File: src/rtl/art_tbl.sv
// ============================================================================
// art_tbl: region table storage
// One write port and one read port with registered read data.
// ============================================================================
`default_nettype none

module art_tbl #(
  parameter int unsigned DEPTH = 16,
  parameter int unsigned AW    = 4,
  parameter int unsigned DW    = 108
) (
  input  wire logic          clk,
  input  wire logic          we,
  input  wire logic [AW-1:0] waddr,
  input  wire logic [DW-1:0] wdata,
  input  wire logic [AW-1:0] raddr,
  output logic [DW-1:0]      rdata
);

  logic [DW-1:0] mem [DEPTH];

  always_ff @(posedge clk) begin
    if (we) begin
      mem[waddr] <= wdata;
    end
  end

  always_ff @(posedge clk) begin
    rdata <= mem[raddr];
  end

endmodule

`default_nettype wire

File: config.mk
export PLATFORM = sky130hd
export DESIGN_NAME = art_tbl
export DESIGN_NICKNAME = d
export VERILOG_FILES = /design/src/rtl/art_tbl.sv
export SDC_FILE = /design/constraint.sdc
export NUM_CORES = 1
export LEC_CHECK = 0
export BUFFER_PORTS_ARGS = -buffer_cell sky130_fd_sc_hd__buf_2
export CAP_MARGIN = 20
export CORE_ASPECT_RATIO = 0.7
export CORE_MARGIN = 2
export CORE_UTILIZATION = 64
export CTS_BUF_LIST = sky130_fd_sc_hd__clkbuf_4 sky130_fd_sc_hd__clkbuf_8
export DETAILED_ROUTE_END_ITERATION = 6
export PLACE_DENSITY = 0.82
export SYNTH_ARGS = -nofsm -noshare
export SYNTH_HDL_FRONTEND = slang
export SYNTH_SLANG_ARGS = --single-unit
File: constraint.sdc
create_clock -name clk -period 12.1 [get_ports clk]
set_clock_uncertainty 0.15 [all_clocks]
set_input_delay 2.42 -clock clk [delete_from_list [all_inputs] [get_ports clk]]
set_output_delay 2.42 -clock clk [all_outputs]
set_load 0.005 [all_outputs]
# After elaboration in Yosys (flattened, before gate mapping)
# Memories as Yosys holds them, arrays and structs flattened. A register that Yosys moved wholly into a read port is not among the register bits.
# Index checks and enable logic that the tools add are counted.
# word_totals
reg_bits	0
latchBits	0
ramBits	1728
rom_bits	0
inputBits	118
out_inout_bits	108
elab_cells	3
mem_count	1
# classes
add_sub_neg	0
n_mul	0
n_div	0
magnitude_cmp	0
n_eq_ne	0
shifts	0
mux	2
n_bitwise	0
reduce_logical	0
# memory_table
name	words	width	rd	rd_ports_with_merged_regs	write_ports	line	source
mem	16	108	1	1	1	20	logic [DW-1:0] mem [DEPTH];
# ops
op	count
2-to-1 mux 1 bit	2

# Logic depth before layout (Yosys ltp)
# Gate-level depths: netlist of the first run.
# depth
word_depth	2
mapped_depth	6
depth_no_buf	3

# Worst setup path before layout of the first run
# OpenSTA, ideal clock, no wires.
# synth_timing
kind	input -> register
from	in waddr[2]
to	mem mem[0][0], enable pin
setup_time_ps	709
arrival_time_ps	10158
required_ps	11241
slack_ps	1083
path_stages	2
path_buffers	0
cell_sequence	or3b_1 > nor3_1
# synth_rtl
item	line	source
start, declared	14	input wire logic [AW-1:0] waddr,
end, declared	20	
# Straight into the memory's write port.

==> results of run 1 <==
routing by layer:
layer	vias up	GRT usage [%]	wire [um]
met5	-	0	121
met4	22	9.08	3080
met3	269	6.01	15500
met2	1950	42.9	69900
met1	16432	39.4	54500
li1	12658	-	-
cells by family (layout without fill, tap and decap cells):
group	Yosys count	in the layout	synth area share (%)
multiplexers	432	432	14.6
flip-flops	1836	1836	80.9
AO/OA/AOI/OAI	216	216	2.43
buffers and inverters	143	738	1.26
AND/OR/NAND/NOR	135	135	0.806
other	0	6	0
flip-flops by register name (all words and copies together), names as in the netlist:
name and flops:
mem 1728, rdata 108
cell usage after synthesis, drive strengths merged:
cell type / count
nand3: 1
dfxtp: 108
buf: 97
and2: 1
nor3: 4
nand3b: 2
clkbuf: 46
nor2b: 2
edfxtp: 1728
or3b: 1
nor2: 13
a22oi: 216
mux4: 432
nand2b: 2
nand2: 109
power by group:
group / switching [mW] / internal [mW] / total, mW
sequential: 0.0572 / 7.11 / 7.17
clock: 2.22 / 2.66 / 4.88
combinational: 0.348 / 0.243 / 0.591
total: 2.63 / 10.0 / 12.6
per-stage QoR:
stage / utilization [%] / hold WS [ps] / instance area (um^2) / std cells / total power, mW
2_1_floorplan: - / 485 / 66800 / 2762 / 7.63
4_1_cts: 71.9 / 500 / 74700 / 4718 / 12.7
6_report: 72.0 / 500 / 74700 / 4726 / 12.6
3_3_place_gp: 66.8 / 500 / 69400 / 4249 / 7.86
3_5_place_dp: 66.8 / 504 / 69400 / 4250 / 7.89
5_1_grt: 72.0 / 539 / 74700 / 4724 / 13.0
worst register-to-register path, stage by stage (launching register included):
cell and delay [ps]:
sky130_fd_sc_hd__edfxtp_1 430, sky130_fd_sc_hd__mux4_2 540, sky130_fd_sc_hd__a22oi_1 310, sky130_fd_sc_hd__nand2_1 150
how the worst max path moves through the flow:
stage,end,slack [ps],startpoint,cells after the start
finish,rdata[47]$_DFF_P_,6880,raddr[0],6
floorplan,mem[0][0]$_DFFE_PP_,1080,waddr[2],2
CTS,rdata[47]$_DFF_P_,6790,raddr[0],6
global placement,rdata[53]$_DFF_P_,5940,raddr[0],6
global route,rdata[51]$_DFF_P_,6490,raddr[0],6
detailed placement,rdata[47]$_DFF_P_,5790,raddr[0],6
final cells by class:
cell class              instances  area share, %
flip-flops and latches       1836           72.3
multi-input cells             783           16.1
clock buffers                 387           6.37
well taps                    1363           2.28
repair buffers                270           2.22
clock inverters                81          0.703
diodes                          6         0.0201
==> results by stage, run 1 <==
Cells and area:
- The growth of design area from synthesis to finish is 11.9%.
- At the end of the flow, the number of nets in the layout was 3283.
- Across the whole layout, storage elements account for 54100 um^2.
- The total area of multi-input combinational cells is 12000 um^2.
- Leaving out fill and tap cells, the most frequent cells in the layout are sky130_fd_sc_hd__edfxtp_1, sky130_fd_sc_hd__mux4_2, sky130_fd_sc_hd__clkbuf_8.
- Leaving out fill and tap cells, the most frequent cell in the layout is sky130_fd_sc_hd__edfxtp_1.
- Of the cells placed in the final design, the portion with a size suffix greater than 1 is 34.3%.
- Counting the fill cells in the layout gives 5563.

Routing:
- The number of DRC violations after detailed routing is 0.
- The total via count after detailed routing is 31331.
- The detailed router finished its first iteration with 4132 violations.
- The average detailed-routed wire length per instance is 30.3 um.
- In this run the remaining antenna-violating nets after routing total 0.
- Dividing the detail-routed via count by the number of cells gives 6.63.
- After detailed routing, the total wire length is 143 mm.
- The first-pass iteration count of the detailed router is 7.

Synth:
- After synthesis the netlist holds a flip-flop and latch count of 1836.
- The post-synthesis average cell area is 24.2 um^2.
- The share of the synthesized area in the top cell type is 77.7%.
- Yosys attributes the largest share of cell area to sky130_fd_sc_hd__edfxtp_1, sky130_fd_sc_hd__mux4_2, sky130_fd_sc_hd__dfxtp_1.
- The Yosys step of the flow raised 0 warnings.
- The post-synthesis net count is 2880.
- Summing every instance area after synthesis gives 66800 um^2.
- The post-synthesis cell type count is 18.
- The post-synthesis cell type with the largest combined area is sky130_fd_sc_hd__edfxtp_1.
- The share of synthesized area occupied by flip-flops and latches is 80.9%.
- The cell count after synthesis is 2762.

Floorplanning:
- The die is 274 um tall.
- The floorplan has 99 rows.
- In this run the count of I/O pins placed on the die edge is 226.
- The area of the die is 107000 um^2.
- In this run the standard cell core region covers 104000 um^2.
- The horizontal die dimension is 390 um.
- For this configuration, the core starts out at a cell density of 64.3%.

Worst hold path:
- The hold path startpoint is mem[12][29]$_DFFE_PP_.
- The terminating pin of the worst hold path is rdata[29]$_DFF_P_.
- In this run the worst hold path is classified as flip-flop to flip-flop.
- The number of instances on the worst hold path is 3.

Outcome:
- The flow ran to the end, and the final reports show no timing, DRC or antenna violations.

Clocking:
- Clock latency on the worst-skew pair, taken at its later pin, is 950 ps.
- The CTS root buffer is sky130_fd_sc_hd__clkbuf_8.
- The clock-pin slew reported for the worst setup and hold paths after clock tree synthesis is 60 ps.
- Gates resized during post-CTS repair numbered 0.
- The number of buffers added to fix hold violations after cts is 0.
- The number of sinks on the clock net is 1836.
- The clock passes through at most 4 buffers.
- TritonCTS built the clock tree.
- The number of buffers inserted to repair setup after CTS is 0.
- The number of buffers added by the clock tree synthesis step is 274.
- The CTS H-tree depth is 5.

Setup path:
- The largest single stage delay on the critical path is 880 ps.
- The endpoint identified for the worst register-to-register timing path is rdata[106]$_DFF_P_.
- STA puts the critical path data required time at 12740 ps.
- The most used cell along the critical path is sky130_fd_sc_hd__buf_4.
- The kind of cell adding the most delay to the critical path is buffers and inverters.
- The worst-case register-to-register setup slack is 10390 ps.
- The largest individual stage delay along the critical path comes from the cell sky130_fd_sc_hd__buf_4.
- The maximum fanout encountered on the critical timing path is 68.
- The kind of end point of the critical path is a flip-flop.
- The launch point of the worst reg-to-reg path is mem[0][106]$_DFFE_PP_.
- The worst endpoint data arrival time is 5850 ps.
- The critical path goes through buf_8 > buf_4 > buf_4 > mux4_2 > a22oi_1 > nand2_1.
- The critical path contains buffers and inverters numbering 3 combined.
- The type of element launching the critical path is an input pin.
- The number of cells on the worst reg-to-reg path is 3.
- The setup path with the least slack is of type input pin to flip-flop.

STA:
- The hold violation total from the final report is 0.
- The transition time at the pin with the least slew margin is 1110 ps.
- The max-slew violation count came to 0.
- The final count of negative-setup-slack endpoints is 0.
- Setup slack closes at 6880 ps.
- For this run, the top clock speed supported by timing is 0.192 GHz.
- Setup total negative slack on the finished layout was measured at 0 ps.
- The headroom to the max-slew limit is 25.6%.
- Dividing the final minimum period by the clock period gives 43.1%.
- Setup repair after global routing left no endpoint under its margin.
- The final critical delay including setup and external delays is 5220 ps.

GRT:
- The maximum number of pins on one net before global-route repair is 143.
- The number of antenna violations at the first check in global routing was 22.
- The first-pass GRT wire length is 211 mm.
- Summed over all layers, the global routing overflow is 0.
- Across every metal layer, demand over resource in global routing totals 27.4%.
- The number of global-route vias before repair came to 32798.

Flow run:
- Max-cap violations in this run came to 0.

Place:
- The total of buffers placed on input and output ports is 225.
- Routability-driven placement finished with a final weighted congestion of 0.729.
- Once detailed placement completed, the half-perimeter wirelength came to 69.6 mm.
- The worst slack after detailed placement is 5790 ps.

Power and ir drop:
- For this design the ratio of total power to cell area is 169 nW/um^2.
- The worst-case IR drop observed on VDD is 0.000112 V.
- Summed over all cells, the static leakage comes to 24.2 nW.
Power figures use the tool's default switching activity.
==> run 2, diff against run 1 <==
- clock period: 12.1 -> 5.42 ns (I/O delays scaled with it)
==> run 2 against run 1 <==
Via count up 0.45%; non-clock buffer count up 22; sequential power up 120%; design area up 0.90%; clock power up 130%; global-route usage up 0.18 points; first-iteration DRC count down 1.7%; worst hold slack worse by 160 ps; cell count up 0.87%; flip-flop and latch count unchanged; die area unchanged; total power up 120%; largest power group unchanged; highest routed layer unchanged.
==> results by stage, run 2 (synthesis gave the netlist of run 1 again) <==
Power and ir drop:
- The worst-case vdd ir drop is 0.000234 V (+110%).
- The power per cell area is 377 nW/um^2 (+120%).
- The overall power is 28.4 mW (+120%).
- The leakage power came to 24.5 nW (+1.1%).

Clocking:
- The number of gates resized after cts is 0 (unchanged).
- The CTS root buffer is sky130_fd_sc_hd__clkbuf_8.
- The clock-pin slew reported for the worst setup and hold paths after clock tree synthesis came to 60 ps (about the same).
- The number of buffers on the longest clock path is 4 (unchanged).
- The number of buffers added by the clock tree synthesis step came to 278 (+1.5%).
- The insertion delay of the later-clocked pin in the worst-skew pair came to 950 ps (about the same).
- The number of buffers added to fix hold violations after cts is 0 (unchanged).
- The CTS H-tree depth is 5 (unchanged).
- TritonCTS built the clock tree.
- The number of sinks on the clock net is 1836 (unchanged).
- The number of buffers inserted to repair setup after CTS is 0 (unchanged).

STA:
- The max-slew violation count is 0 (unchanged).
- Setup repair after global routing left no endpoint under its margin.
- The final critical delay including setup and external delays is 2880 ps.
- The post-layout worst setup margin is 2540 ps (-4340 ps).
- The final worst hold slack was 341 ps (-159 ps).
- The final count of negative-setup-slack endpoints came to 0 (unchanged).
- The transition time at the pin with the least slew margin is 1120 ps (+7.84 ps).
- The hold violation total from the final report is 0 (unchanged).
- Dividing the final minimum period by the clock period gives 53.1%.
- Based on the critical path, the design can be clocked at up to 0.347 GHz.
- The headroom to the max-slew limit is 25.2% (-0.35 points).

Setup path:
- The number of cells on the worst reg-to-reg path is 3 (unchanged).
- The worst path required time is 4190 ps (-8550 ps).
- The number of logic stages on the critical path including buffering is 1 (-5).
- The type of element launching the critical path is a flip-flop.
- The category of the most critical setup path is flip-flop to output port.
- The total buffers and inverters traversed by the critical path is 1 (-2).
- The library cell contributing the largest single delay on the critical path is sky130_fd_sc_hd__dfxtp_1.
- The kind of end point of the critical path is an output port.
- The signal on the critical path passes through buf_2.
- On the critical path the largest part of the delay comes from flip-flops.
- The worst stage delay on the critical path is 510 ps (-370 ps).
- The worst-case register-to-register setup slack was 3730 ps (-6660 ps).
- The worst endpoint data arrival time is 1650 ps (-4200 ps).
- The maximum fanout encountered on the critical timing path is 1 (-99%).

Floorplanning:
- The number of top-level design ports is 226 (unchanged).
- The vertical die dimension was 274 um (unchanged).
- The count of standard-cell rows is 99 (unchanged).
- The horizontal die dimension came to 390 um (unchanged).
- The initial cell density of the core is 64.3% (unchanged).
- The area inside the core boundary is 104000 um^2 (unchanged).
- The area of the die is 107000 um^2 (unchanged).

Cells and area:
- The library cells used most frequently in the layout, excluding fill and tap cells, are sky130_fd_sc_hd__edfxtp_1, sky130_fd_sc_hd__mux4_2, sky130_fd_sc_hd__clkbuf_8.
- The number of flip-flops under the largest register name came to 1728 (unchanged).
- Ranked by flip-flop count, first place goes to mem.
- The total area of multi-input combinational cells is 12000 um^2 (+0.21%).
- The most common library cell in the layout ignoring fill and taps is sky130_fd_sc_hd__edfxtp_1.
- The count of filler cells inserted in the layout was 5324 (-4.3%).
- The flip-flop and latch area was 54100 um^2 (unchanged).
- The total number of nets in the final design is 3309 (+0.79%).
- The fraction of layout instances using a drive strength above 1 came to 35.0% (+0.63 points).
- The largest registers in the layout are mem (1728), rdata (108).
- The core utilization of the finished layout is 72.7% (+0.65 points).
- Relative to the synthesized area, the layout overhead comes to 12.9%.

Routing:
- The remaining antenna violation count after routing is 0 (unchanged).
- The detail-routed via count per cell is 6.60 (-0.41%).
- The total via count after detailed routing is 31472 (+0.45%).
- The final routed wirelength across all metal layers is 145 mm (+1.5%).
- The first-pass iteration count of the detailed router is 5 (-2).
- The number of DRC violations after detailed routing was 0 (unchanged).
- The violation count after the first detailed-routing iteration is 4062 (-1.7%).
- The average detailed-routed wire length per instance is 30.5 um (+0.64%).

GRT:
- The total global-route track usage is 27.6% (+0.18 points).
- The first-pass GRT wire length is 211 mm (-0.23%).
- The remaining global-route overflow is 0 (unchanged).
- The number of global-route vias before repair is 32368 (-1.3%).
- The maximum number of pins on one net before global-route repair is 109 (-24%).
- The number of antenna violations at the first check in global routing was 25 (+14%).

Worst hold path:
- The worst hold path class is input pin to flip-flop.
- The number of instances on the worst hold path is 1 (-2).

Outcome:
- The flow ran to the end, and the final reports show no timing, DRC or antenna violations.

Flow run:
- The max-capacitance violation count is 0 (unchanged).

Place:
- The worst slack after detailed placement is 1800 ps (-4000 ps).
- The HPWL reported at the end of detailed placement is 72.2 mm (+3.8%).
- The weighted congestion reported at the end of routability-driven placement is 0.734 (+0.69%).
- The total of buffers placed on input and output ports is 225 (unchanged).
==> run 2: changes by cell type in the layout (fill, tap and decap cells not counted), sizes merged <==
cell | previous run | this run
bufinv | 6 | 3
inv | 1 | 2
clkinvlp | 5 | 4
clkinv | 69 | 49
diode | 6 | 16
buf | 270 | 292
clkbuf | 387 | 419
==> run 2: path summary, 6_finish.rpt <==
check                          to                   from
max                     rdata[26]      rdata[26]$_DFF_P_
min reg2reg     rdata[34]$_DFF_P_  mem[14][34]$_DFFE_PP_
min          mem[1][66]$_DFFE_PP_              wdata[66]
max reg2reg     rdata[22]$_DFF_P_   mem[2][22]$_DFFE_PP_
==> run 2: power by group <==
part,switching (mW),internal [mW],leakage (nW)
Sequential,0.128,15.9,16.5
Combinational,0.773,0.558,5.09
Clock,4.96,6.11,2.89
==> run 2: worst reg2reg max path: stages (launching register included) <==
cell                       delay, ps
sky130_fd_sc_hd__edfxtp_1        390
sky130_fd_sc_hd__mux4_2          490
sky130_fd_sc_hd__a22oi_1         360
sky130_fd_sc_hd__nand2_1         140
==> run 2: metrics by stage <==
stage | TNS [ps] | area [um^2] | instances
finish | 0 | 75400 | 4767
CTS | 0 | 75400 | 4750
detailed placement | 0 | 69900 | 4273
global placement | 0 | 69900 | 4273
global route | 0 | 75400 | 4756
floorplan | -537130 | 66800 | 2762
==> run 2: metal layers <==
metal / vias to the layer above / share of wire, % / wire, um / GRT usage [%]
li1: 12740 / - / - / -
met1: 16490 / 38 / 54900 / 39.7
met2: 1920 / 49 / 71500 / 43.0
met3: 298 / 11 / 15600 / 6.69
met4: 24 / 2.1 / 3000 / 8.49
met5: - / 0.12 / 172 / 0
==> run 2: area by class of cell <==
type                       count  share of cell area (%)
timing repair buffer         292                    2.84
multi-input combinational    783                    16.0
sequential                  1836                    71.7
tap                         1363                    2.26
clock buffer                 419                    6.74
antenna                       16                  0.0531
clock inverter                58                   0.448
