File: config.mk
export PLATFORM = sky130hd
export DESIGN_NAME = art_rem
export DESIGN_NICKNAME = d
export VERILOG_FILES = /design/src/rtl/art_rem.sv
export SDC_FILE = /design/constraint.sdc
export NUM_CORES = 1
export LEC_CHECK = 0
export BUFFER_PORTS_ARGS = -buffer_cell sky130_fd_sc_hd__clkbuf_2
export CAP_MARGIN = 40
export CORE_MARGIN = 2
export CORE_UTILIZATION = 33
export DETAILED_ROUTE_END_ITERATION = 16
export PLACE_DENSITY_LB_ADDON = 0.3
export REMOVE_ABC_BUFFERS = 1
export SYNTH_ARGS = -nofsm -noshare
export SYNTH_HDL_FRONTEND = slang
export SYNTH_SLANG_ARGS = --single-unit
File: constraint.sdc
create_clock -name clk -period 8.2 [get_ports clk]
set_input_delay 0.41 -clock clk [delete_from_list [all_inputs] [get_ports clk]]
set_output_delay 0.41 -clock clk [all_outputs]
set_load 0.03 [all_outputs]
File: src/rtl/art_rem.sv
// ============================================================================
// art_rem: iterative 64-bit remainder unit
// Restoring division, one quotient bit per cycle; pulses done with the result.
// ============================================================================
`default_nettype none

module art_rem (
  input  wire logic        clk,
  input  wire logic        rst_n,
  input  wire logic        start,
  input  wire logic [63:0] dividend,
  input  wire logic [63:0] divisor,
  output logic             done,
  output logic [63:0]      rem
);

  logic [6:0]  cnt_r, cnt_nxt;
  logic        busy_r, busy_nxt;
  logic        done_r, done_nxt;
  logic [63:0] rem_r, rem_nxt;
  logic [63:0] dvd_r, dvd_nxt;
  logic [63:0] dsr_r, dsr_nxt;
  logic [64:0] trial;
  logic [64:0] diff;

  assign trial = {rem_r, dvd_r[63]};
  assign diff  = trial - {1'b0, dsr_r};

  always_comb begin
    cnt_nxt  = cnt_r;
    busy_nxt = busy_r;
    done_nxt = 1'b0;
    rem_nxt  = rem_r;
    dvd_nxt  = dvd_r;
    dsr_nxt  = dsr_r;
    if (start) begin
      cnt_nxt  = 7'd64;
      busy_nxt = 1'b1;
      rem_nxt  = 64'd0;
      dvd_nxt  = dividend;
      dsr_nxt  = divisor;
    end else if (busy_r) begin
      rem_nxt = (trial >= {1'b0, dsr_r}) ? diff[63:0] : trial[63:0];
      dvd_nxt = {dvd_r[62:0], 1'b0};
      cnt_nxt = cnt_r - 7'd1;
      if (cnt_r == 7'd1) begin
        busy_nxt = 1'b0;
        done_nxt = 1'b1;
      end
    end
  end

  always_ff @(posedge clk) begin
    if (!rst_n) begin
      busy_r <= 1'b0;
      done_r <= 1'b0;
      cnt_r  <= 7'd0;
    end else begin
      busy_r <= busy_nxt;
      done_r <= done_nxt;
      cnt_r  <= cnt_nxt;
    end
  end

  always_ff @(posedge clk) begin
    rem_r <= rem_nxt;
    dvd_r <= dvd_nxt;
    dsr_r <= dsr_nxt;
  end

  assign done = done_r;
  assign rem  = rem_r;

endmodule

`default_nettype wire

==> Word-level counts from Yosys, hierarchy flattened <==
Cells that the tools add are included.
{ "totals": {"regBits": 201, "in_bits": 131, "out_inout_bits": 65} }
{ "op_classes": {"add_sub_neg": 2, "n_lt_le_gt_ge": 1, "eq_ne": 1, "n_mux": 9, "n_bitwise": 2, "n_reduce_logical": 3} }
{ "ops": {"columns": ["operator", "n"], "rows": [
  ["$mux 64", 3],
  ["$ge 65x64->1", 1],
  ["$sub 64x64->64", 1],
  ["$mux 7", 2],
  ["$eq 7x1->1 const B", 1],
  ["$sub 7x1->7 const B", 1],
  ["$mux 1", 4],
  ["$reduce_or 3->1", 1],
  ["$not 1->1", 2],
  ["$reduce_bool 2->1", 1],
  ["$reduce_or 2->1", 1]
]} }

==> Longest topological paths before layout <==
Gate-level depths: netlist (run 1).
{ "logic_depth": {"word_depth": 4, "ltp_mapped": 15, "depth_no_buf": 14} }

==> Worst setup path before layout (run 1) <==
Ideal clock, no wire load.
{ "synth_timing": {"kind": "register to register", "startpoint": "reg rem_r[15], in the netlist rem[15]", "endpoint": "reg rem_r[21], in the netlist rem[21]", "setup_ns": 0.128, "t_arrival_ns": 3.178, "required_ns": 8.072, "setup_slack_ns": 4.895, "path_stages_with_launch": 14, "synth_period_minus_slack_ns": 3.305, "cell_sequence": "dfxtp_1 -> ha_1 -> buf_2 -> a21oi_2 -> o21ai_1 -> or3_1 -> o311ai_2 -> o311a_2 -> o311ai_4 -> a41oi_4 -> buf_6 -> mux2_2 -> mux2i_1 -> nor2_1"} }
{ "synth_via": {"elab_chain_len": 2, "word_cells_on_any_way": 3, "cone_classes": "add/sub (1); order compare (1); mux (1)"} }
{ "synth_lines": {"columns": ["item", "line_no", "text"], "rows": [
  ["start, declared", "20", "logic [63:0] rem_r, rem_nxt;"],
  ["start signal, assigned", "66", "rem_r <= rem_nxt;"],
  ["$sub 64x64->64 or $ge 65x64->1 (tied branches)", "27, 43", null],
  ["$mux 64 *", "43", "rem_nxt = (trial >= {1'b0, dsr_r}) ? diff[63:0] : trial[63:0];"]
]} }
Mark *: on every way between the ends. The rest lies on a longest branch, timed or not.
A chain may end at the register's enable or synchronous reset.

==> Worst setup path in the final report (run 1) <==
{ "layout_timing": {"startpoint": "reg rem_r[9], in the netlist rem[9]", "endpoint": "reg rem_r[58], in the netlist rem[58]"} }
Same word-level chain as after synthesis.

==> impl_metrics.ini, run 1 <==
[status]
status = completed

[finish]
most-common-layout-cells = clkbuf_2 (194), nor2_1 (145), edfxtp_1 (128)
diodes = 0
final_common_cell = clkbuf_2
area_growth_pct = 19.2
final_cell_area_um2 = 14000
layout-drive-gt1-share_pct = 23.2
final_nets = 1576

[drt]
drt_iter0_drc = 612
dr.pass1.iters = 5
wl_mm = 30.9
antenna_left = 0
drc_errors = 0
wl_per_cell_um = 16.6
via_count = 9460
vias_per_cell = 5.10

[logic_synthesis]
synth_sequential_area_ratio_pct = 45.0
synth_xor_area_share_pct = 4.46
ys_seq_elements = 201
syn-instance-count = 1211
synth-simple-area-share_pct = 12.8
async_flop_share_pct = 0
synth_edf_count = 128
avgSynthCellArea_um2 = 9.73
ys_types = 73
yosys_warnings = 0
synth_fa_ha_area_share_pct = 7.18
synth.top_cell.area_share_pct = 32.6
synth_area_leader_cell = edfxtp_1
syn_area_um2 = 11800
muxShareOfSynthArea_pct = 7.24
synth.area.top_cells = edfxtp_1 (33%), dfxtp_1 (12%), ha_1 (7.0%), mux2_2 (6.3%), a21oi_1 (5.4%)
synth-compound-area-share_pct = 18.5
synth_top_family_by_area = compound AO/OA/AOI/OAI gates
synth_top_flop_cell = edfxtp_1

[timing]
slew_headroom_pct = 43.6
setup_slack_ns = 3.88
fin_crit_ns = 4.32
worst_pin_slew_ns = 0.846
slew_violations = 0
period_share_pct = 52.6
hold_violations = 0
report.final.setup_viol = 0
setup_tns_ns = 0
fmax_mhz = 232
rsz0062_at_grt = no
clock_skew_ns = 0.00794

[global_route]
grt_max_degree = 65
grt.overflow.total = 0
grt_pass1_wl_mm = 49.5
antenna_found_initial = 6
grt_usage_pct = 16.6
first_global_vias = 9334

[power_and_ir_drop]
totalPowerFinal_mw = 3.26
p_leak_nw = 5.99
peakVddDrop_v = 0.000164
pwr_density_cell_nw_per_um2 = 232

[clock_tree]
clock_latency_ns = 0.54
cts.htree.levels = 1
cts_sinks = 201
clockBufferDepth = 3
cts_root_buf = clkbuf_16
post_cts_buffers = 0
postCtsHoldBufs = 0
cts_tree = yes
cts_buffers = 25
cts_resized = 0
clk_pin_slew_ns = 0.06

[place]
place_ws_ns = 3.88
dp_hpwl_mm = 23.1
gp_congestion = 0.863
port_buffers = 195
placedInstanceArea_um2 = 13200

[setup_path]
worstPathArrival_ns = 4.75
critical_path_peak_fanout = 64
cp.required_ns = 8.64
worst_setup_path_end_kind = flop
worstSetupPathType = reg -> reg
startpoint_type = flop

[worst_hold_path]
hold_path_class = in -> reg

[floorplanning]
placement_rows = 69
die_w_um = 193
start_util_pct = 33.3
core-area_um2 = 35400
dieArea_um2 = 37200
die_h_um = 193
pin_count = 196

[flow_run]
cap_violations = 0
==> layout make-up <==
cell class | instances | area (um^2)
fill | 3629 | 21400
multi-input combinational | 868 | 5910
sequential | 201 | 5310
timing repair buffer | 202 | 1050
clock buffer | 28 | 637
tap | 461 | 577
inverter | 80 | 300
clock inverter | 16 | 254
==> registers in the layout, indices dropped and copies added (netlist names) <==
name    flops
cnt_r       7
dsr_r      64
rem        64
busy_r      1
dvd_r      64
done        1
==> critical path, cell delays in order (launching register included) <==
cell,delay [ns]
dfxtp_1,0.33
ha_1,0.38
a21oi_1,0.29
o21ai_0,0.16
or3_1,0.36
o311ai_2,0.31
o311a_2,0.25
o311ai_4,0.15
a41oi_4,0.26
buf_4,0.42
buf_4,0.59
nor4b_1,0.10
mux2_2,0.30
nor4_1,0.25
==> Yosys cell counts (3+ instances only) <==
master / number
a21o_1: 24
a21oi_1: 127
a211oi_1: 55
buf_4: 3
ha_1: 66
edfxtp_1: 128
nand2b_1: 8
nand3b_1: 3
mux2i_1: 11
o211ai_1: 5
and3_1: 13
mux2_2: 66
a311oi_1: 6
or3_1: 6
nor3_1: 17
o21bai_1: 10
nor2_1: 145
and2_1: 6
dfxtp_1: 73
o21a_1: 16
xnor2_1: 35
nand3_1: 30
clkbuf_1: 45
o21ai_1: 5
o221a_2: 3
nand2_1: 64
nand4_1: 13
o31ai_1: 5
buf_2: 11
xor2_1: 25
nor2b_1: 7
o21ai_0: 40
inv_1: 79
or2_2: 4
o22ai_1: 3
a21oi_2: 3
nor4_1: 3
a31oi_1: 6
==> path summary, 6_finish.rpt <==
path / from / endpoint / slack (ns) / cells past startpoint
setup / recovery: rem[9] / rem[58] / 3.88 / 13
hold / removal: divisor[62] / dsr_r[62] / 0.05 / 1
setup reg to reg: rem[9] / rem[58] / 3.88 / 13
hold reg to reg: cnt_r[1] / cnt_r[1] / 0.50 / 2
==> through the flow <==
step           instances  util (%)  hold slack, ns
3_3_place_gp        1811      37.1           0.482
5_1_grt             1856      39.7          0.0236
3_5_place_dp        1812      37.2           0.491
4_1_cts             1856      39.7          0.0167
2_1_floorplan       1149         -           0.469
6_report            1856      39.7          0.0468
==> report_power, final <==
part	total, mW	internal (mW)	switching [mW]	leakage (nW)
sequential	1.24	1.18	0.0592	1.87
combinational	0.824	0.320	0.504	3.68
clock	1.20	0.774	0.426	0.437
==> metal layers <==
layer  track usage (%)  share of wire (%)  vias to the layer above
met5                 0               0.25                        -
met4              4.49                2.6                       12
met3              6.14                9.2                       54
met2              26.3                 44                      263
met1              21.2                 44                     4382
li1                  -                  -                     4749
==> cell families after synthesis <==
group / count (synthesis)
compound gates: 333
simple gates: 331
flops: 201
buf+inv: 142
mux: 77
fa+ha+maj: 67
xor+xnor: 60
Note: power is estimated with default switching activity, not from simulation.
==> inputs of run 2 (changes only) <==
--- a/config.mk
+++ b/config.mk
@@ -5,6 +5,7 @@
 export SDC_FILE = /design/constraint.sdc
 export NUM_CORES = 1
 export LEC_CHECK = 0
+export ABC_AREA = 1
 export BUFFER_PORTS_ARGS = -buffer_cell sky130_fd_sc_hd__clkbuf_2
 export CAP_MARGIN = 40
 export CORE_MARGIN = 2
==> constraint.sdc (replaced) <==
create_clock -name clk -period 4.1 [get_ports clk]
set_input_delay 0.205 -clock clk [delete_from_list [all_inputs] [get_ports clk]]
set_output_delay 0.205 -clock clk [all_outputs]
set_load 0.03 [all_outputs]
==> run 2 against run 1 <==
- utilization rose by 2.2 points
- power increased by 59%
- via count up 47%
- first-iteration DRC count up 33%
- non-clock buffer count up 132
- wire length grew 53%
- area after synthesis increased by 22%
- count of clock-buffer cells in the layout grew 5
- critical path depth increased by 4
- synthesized cell count rose by 80%
- fmax is 45% higher
- critical endpoint is now rem[50]
- largest power group unchanged
==> impl_metrics.ini, run 2 <==
[finish]
fillCellCount = 4569
final_util_pct = 41.8
diodes = 0
final_common_cell = nand2_1
final_nets = 2692
area_growth_pct = 25.3
layout-drive-gt1-share_pct = 11.9
most-common-layout-cells = nand2_1 (921), inv_1 (434), clkbuf_2 (194)
seqCellArea_um2 = 5310
multi_input_area_um2 = 7090
finalNonFillerCells = 3096

[clock_tree]
clock_latency_ns = 0.58
cts.htree.levels = 1
post_cts_buffers = 0
clk_pin_slew_ns = 0.06
cts_sinks = 201
cts_buffers = 24
clockBufferDepth = 3
cts_root_buf = clkbuf_16
cts_tree = yes

[global_route]
grt.overflow.total = 0
first_global_vias = 14013
grt_pass1_wl_mm = 74.9
grt_usage_pct = 21.2
antenna_found_initial = 0
grt_max_degree = 84

[timing]
period_share_pct = 72.8
slew_violations = 0
timing.hold.ws_ns = 0.225
report.final.setup_viol = 0
slew_headroom_pct = 41.2
worst_pin_slew_ns = 0.882
hold_violations = 0
fin_crit_ns = 2.98
rsz0062_at_grt = no
fmax_mhz = 335
clock_skew_ns = 0.0257

[power_and_ir_drop]
power_frac_clock_pct = 42.3
power.switching_mw = 1.33
p_leak_nw = 9.76
intPower_mw = 3.85
switching_share_pct = 25.6
pwr-share-seq_pct = 45.2
pwr_density_cell_nw_per_um2 = 288
peakVddDrop_v = 0.000301
totalPowerFinal_mw = 5.18
pwr-share-comb_pct = 12.5

[setup_path]
worst_setup_path_end_kind = flop
crit_slowest_cell = buf_4
crit_family = simple AND/OR/NAND/NOR gates
regToRegSetupSlack_ns = 1.12
r2r_cells = 17
cp.required_ns = 4.55
cp_common_cell = nand2_1
worstSetupPathType = reg -> reg
critical_path_buf_inv_count = 4
critical_path_peak_fanout = 65
critPathMaxStageDelay_ns = 0.61
worstPathCellList = inv_1 > ha_1 > nand2_1 > inv_1 > a21oi_1 > nand2_1 > nand2_1 > nand2_1 > nand2_1 > nand2_1 > nor2_4 > buf_4 > nand3_1 > nand2_1 > inv_1 > nand2_1 > nand2_1
r2r-end = rem[50]
startpoint_type = flop
r2r-start = dsr_r[40]
worstPathArrival_ns = 3.43

[logic_synthesis]
yosys_warnings = 0
synth_edf_count = 128
synth_top_family_by_area = simple AND/OR/NAND/NOR gates
synthTopCellsByCount = nand2_1 (921), inv_1 (435), nand3_1 (144)
ys_types = 42
synth-compound-area-share_pct = 4.18
synth-simple-area-share_pct = 37.3
synth.area.top_cells = edfxtp_1 (27%), nand2_1 (24%), inv_1 (11%), dfxtp_1 (10%), ha_1 (5.8%)
synth_xor_area_share_pct = 1.95
yosysMostFrequentCell = nand2_1
syn_area_um2 = 14400
synth_area_leader_cell = edfxtp_1
muxShareOfSynthArea_pct = 0
async_flop_share_pct = 0
synth_sequential_area_ratio_pct = 37.0
ys_seq_elements = 201
syn-instance-count = 2180
synth.top_cell.area_share_pct = 26.8
synth_fa_ha_area_share_pct = 5.89
avgSynthCellArea_um2 = 6.58
synth_top_flop_cell = edfxtp_1

[drt]
via_count = 13875
wl_mm = 47.3
dr.pass1.iters = 5
vias_per_cell = 4.48
drt_iter0_drc = 813
antenna_left = 0
drc_errors = 0
wl_per_cell_um = 15.3

[worst_hold_path]
min_delay_path_depth = 1
hold_end = dsr_r[52]
hold_path_class = in -> reg
hp-start = start

[floorplanning]
start_util_pct = 33.4
core-area_um2 = 43000
die_h_um = 213
placement_rows = 76
die_w_um = 213
dieArea_um2 = 45200
pin_count = 196

[status]
status = completed

[place]
dp_hpwl_mm = 37.0
gp_congestion = 0.938
dp_cells = 2924
port_buffers = 195

[flow_run]
cap_violations = 0
-- run 2: cell count changes after synthesis, sizes merged, moves of 54 or more --
cell,delta
a211oi,-54
nand2,+866
a21oi,-77
nand3,+123
mux2,-66
inv,+367
-- run 2: worst register-to-register path: cells and delay by family, from the launching register on --
kind	cells	cell delay, ns
AOI/OAI and AO/OA	1	0.22
DFF	1	0.36
buffers and inverters	4	0.77
and+or+nand+nor	11	1.27
adders and majority gates	1	0.26
-- run 2: timing repair --
item                                    CTS  global route
endpoints found under the setup margin    0             0
hold buffers                            129             0
gates resized for setup                   0             0
endpoints found under the hold margin   130             0
-- run 2: layout make-up --
type | count | area share [%]
multi-input cells | 1485 | 39.4
well taps | 585 | 4.07
clock buffers | 33 | 3.75
clock inverters | 10 | 0.751
flip-flops and latches | 201 | 29.5
repair buffers | 334 | 13.2
inverters | 448 | 9.36
-- run 2: logic make-up (layout without fill, tap and decap cells) --
| logic type | count (synthesis) | after routing |
|---|---|---|
| AND/OR/NAND/NOR | 1277 | 1277 |
| flip-flops | 201 | 201 |
| adder cells (fa/ha/maj) | 67 | 67 |
| XOR/XNOR | 32 | 32 |
| buffers and inverters | 494 | 825 |
| AO/OA/AOI/OAI | 109 | 109 |
-- run 2: through the flow --
stage	setup slack (ns)	area (um^2)	setup TNS (ns)
detailed placement	1.13	15900	0
global placement	1.17	15900	0
finish	1.12	18000	0
CTS	1.10	18000	0
floorplan	-0.428	14100	-34.08
global route	0.829	18000	0
-- run 2: how the worst max path moves through the flow --
stage / startpoint / endpoint / slack [ns] / cells after the start
final: dsr_r[40] / rem[50] / 1.12 / 17
after floorplan: busy_r / dvd_r[0] / -0.43 / 2
after global placement: dsr_r[7] / rem[49] / 1.17 / 19
after CTS: dsr_r[40] / rem[59] / 1.10 / 17
after global routing: dsr_r[39] / rem[51] / 0.83 / 17
after detailed placement: dsr_r[40] / rem[59] / 1.13 / 17
-- run 2: power by group through the flow --
| stage | logic, mW | registers [mW] | clock network [mW] |
|---|---|---|---|
| final | 0.650 | 2.34 | 2.19 |
| after global routing | 0.733 | 2.35 | 2.34 |
| after CTS | 0.650 | 2.34 | 2.26 |
| after detailed placement | 0.551 | 2.38 | 0 |
| after global placement | 0.544 | 2.38 | 0 |
| after floorplan | 0.338 | 2.37 | 0 |
-- run 2: per-layer routing --
layer	GRT usage, %	up-vias	part of all wire (%)
li1	-	7286	-
met1	26.6	6205	45
met2	37.1	317	47
met3	3.56	67	5.1
met4	6.32	0	3.2
met5	0	-	0
==> inputs of run 3 (changes only) <==
==> constraint.sdc (replaced) <==
create_clock -name clk -period 3.1 [get_ports clk]
set_input_delay 0.155 -clock clk [delete_from_list [all_inputs] [get_ports clk]]
set_output_delay 0.155 -clock clk [all_outputs]
set_load 0.03 [all_outputs]
==> run 3 against run 2 <==
- power rose by 37%
- fmax rose by 8.4%
- sequential power rose by 32%
- worst hold slack got worse by 0.20 ns
- sequential share of layout area fell by 0.26 points
- critical path depth did not move
- wire length fell by 0.40%
- sequential cell count did not move
- count of clock-buffer cells in the layout fell by 2
- highest routed layer unchanged
==> impl_metrics.ini, run 3 (same netlist as run 2, synthesis figures left out) <==
[timing]
period_share_pct = 88.8
slew_violations = 0
setup_slack_ns = 0.347
slew_headroom_pct = 50.8
fmax_mhz = 363
worst_pin_slew_ns = 0.738
clock_skew_ns = 0.0136
report.final.setup_viol = 0
hold_violations = 0
rsz0062_at_grt = no
fin_crit_ns = 2.75

[setup_path]
r2r-start = dsr_r[7]
startpoint = dsr_r[7]
worstPathArrival_ns = 3.19
startpoint_type = flop
regToRegSetupSlack_ns = 0.35
critical_path_peak_fanout = 65
r2r-end = rem[19]
endpoint = rem[19]
worstSetupPathType = reg -> reg
worst_setup_path_end_kind = flop
cp.required_ns = 3.54
r2r_cells = 17

[place]
gp_congestion = 0.981
port_buffers = 195
dp_cells = 2928
place_ws_ns = 0.185
dp_hpwl_mm = 36.3
placedInstanceArea_um2 = 16000

[finish]
layout-drive-gt1-share_pct = 12.2
finalNonFillerCells = 3104
most-common-layout-cells = nand2_1 (921), inv_1 (434), clkbuf_2 (194)
diodes = 0
final_nets = 2698
final_common_cell = nand2_1
area_growth_pct = 26.4
final_util_pct = 42.2
final_cell_area_um2 = 18100

[floorplanning]
placement_rows = 76
die_h_um = 213
dieArea_um2 = 45200
core-area_um2 = 43000
start_util_pct = 33.4
die_w_um = 213
pin_count = 196

[global_route]
grt.overflow.total = 0
grt_max_degree = 74
antenna_found_initial = 0
grt_pass1_wl_mm = 74.1
first_global_vias = 13830
grt_usage_pct = 21.0

[worst_hold_path]
hold_path_class = in -> reg

[clock_tree]
cts.htree.levels = 1
cts_root_buf = clkbuf_16
clk_pin_slew_ns = 0.06
clock_latency_ns = 0.57
cts_tree = yes
cts_sinks = 201
clockBufferDepth = 3
cts_buffers = 25

[drt]
antenna_left = 0
drc_errors = 0
via_count = 14048
wl_per_cell_um = 15.2
drt_iter0_drc = 883
dr.pass1.iters = 5
vias_per_cell = 4.53
wl_mm = 47.1

[flow_run]
cap_violations = 0

[power_and_ir_drop]
peakVddDrop_v = 0.000392
pwr_density_cell_nw_per_um2 = 391
p_leak_nw = 9.84

[status]
status = completed
-- run 3: cell count changes in the layout (fill, tap and decap cells not counted), sizes merged --
cell,delta
clkinv,+3
buf,+4
bufinv,+2
dlygate4sd3,+1
clkbuf,-2
-- run 3: final cells by class --
cell class / instances / area (um^2)
Timing Repair Buffer: 339 / 2450
Clock inverter: 15 / 205
Sequential cell: 201 / 5310
Tap cell: 585 / 732
Multi-Input combinational cell: 1485 / 7090
Fill cell: 4605 / 24800
Inverter: 448 / 1680
Clock buffer: 31 / 678
-- run 3: power breakdown --
part           total (mW)  internal, mW  switching, mW
Combinational       0.865         0.362          0.503
Clock                3.14          1.90           1.24
Sequential           3.09          3.04         0.0520
-- run 3: worst min-delay path by stage --
stage / startpoint / end / cells past startpoint
2_1_floorplan: rst_n / cnt_r[6] / 2
3_3_place_gp: divisor[49] / dsr_r[49] / 1
5_1_grt: start / dvd_r[63] / 4
4_1_cts: start / dvd_r[63] / 4
3_5_place_dp: divisor[24] / dsr_r[24] / 1
6_report: start / dvd_r[63] / 4
-- run 3: routing by layer --
| layer | vias up | share of wire, % | global-route usage (%) |
|---|---|---|---|
| li1 | 7307 | - | - |
| met1 | 6297 | 44 | 26.5 |
| met2 | 373 | 47 | 36.6 |
| met3 | 71 | 6.3 | 3.96 |
| met4 | 0 | 3.0 | 5.88 |
| met5 | - | 0 | 0 |
-- run 3: repair_timing --
action | 4_1_cts | 5_1_grt
gates resized for setup | 0 | 1
buffers inserted | 0 | 0
hold buffers | 130 | 0
endpoints found under the setup margin | 0 | 41
endpoints found under the hold margin | 135 | 0
-- run 3: critical path, stage by stage (launching register included) --
cell and delay (ns):
edfxtp_1 0.36, inv_1 0.07, ha_1 0.26, nand2_1 0.15, inv_1 0.05, nand2_1 0.06
nand2_1 0.08, inv_1 0.08, nand3_2 0.14, nand2_1 0.11, nand2_2 0.11, nand2_1 0.12
nand2_2 0.07, nand2_2 0.09, buf_6 0.45, nand3_1 0.16, nand3_1 0.12, o21ai_1 0.07
-- run 3: metrics by stage --
step                      power (mW)  hold WS (ns)  setup TNS (ns)
after global placement          3.86         0.333               0
after detailed placement        3.88         0.334               0
after floorplan                 3.59         0.253         -130.43
after global routing            7.43        0.0346               0
after CTS                       7.21        0.0109               0
final                           7.10        0.0253               0
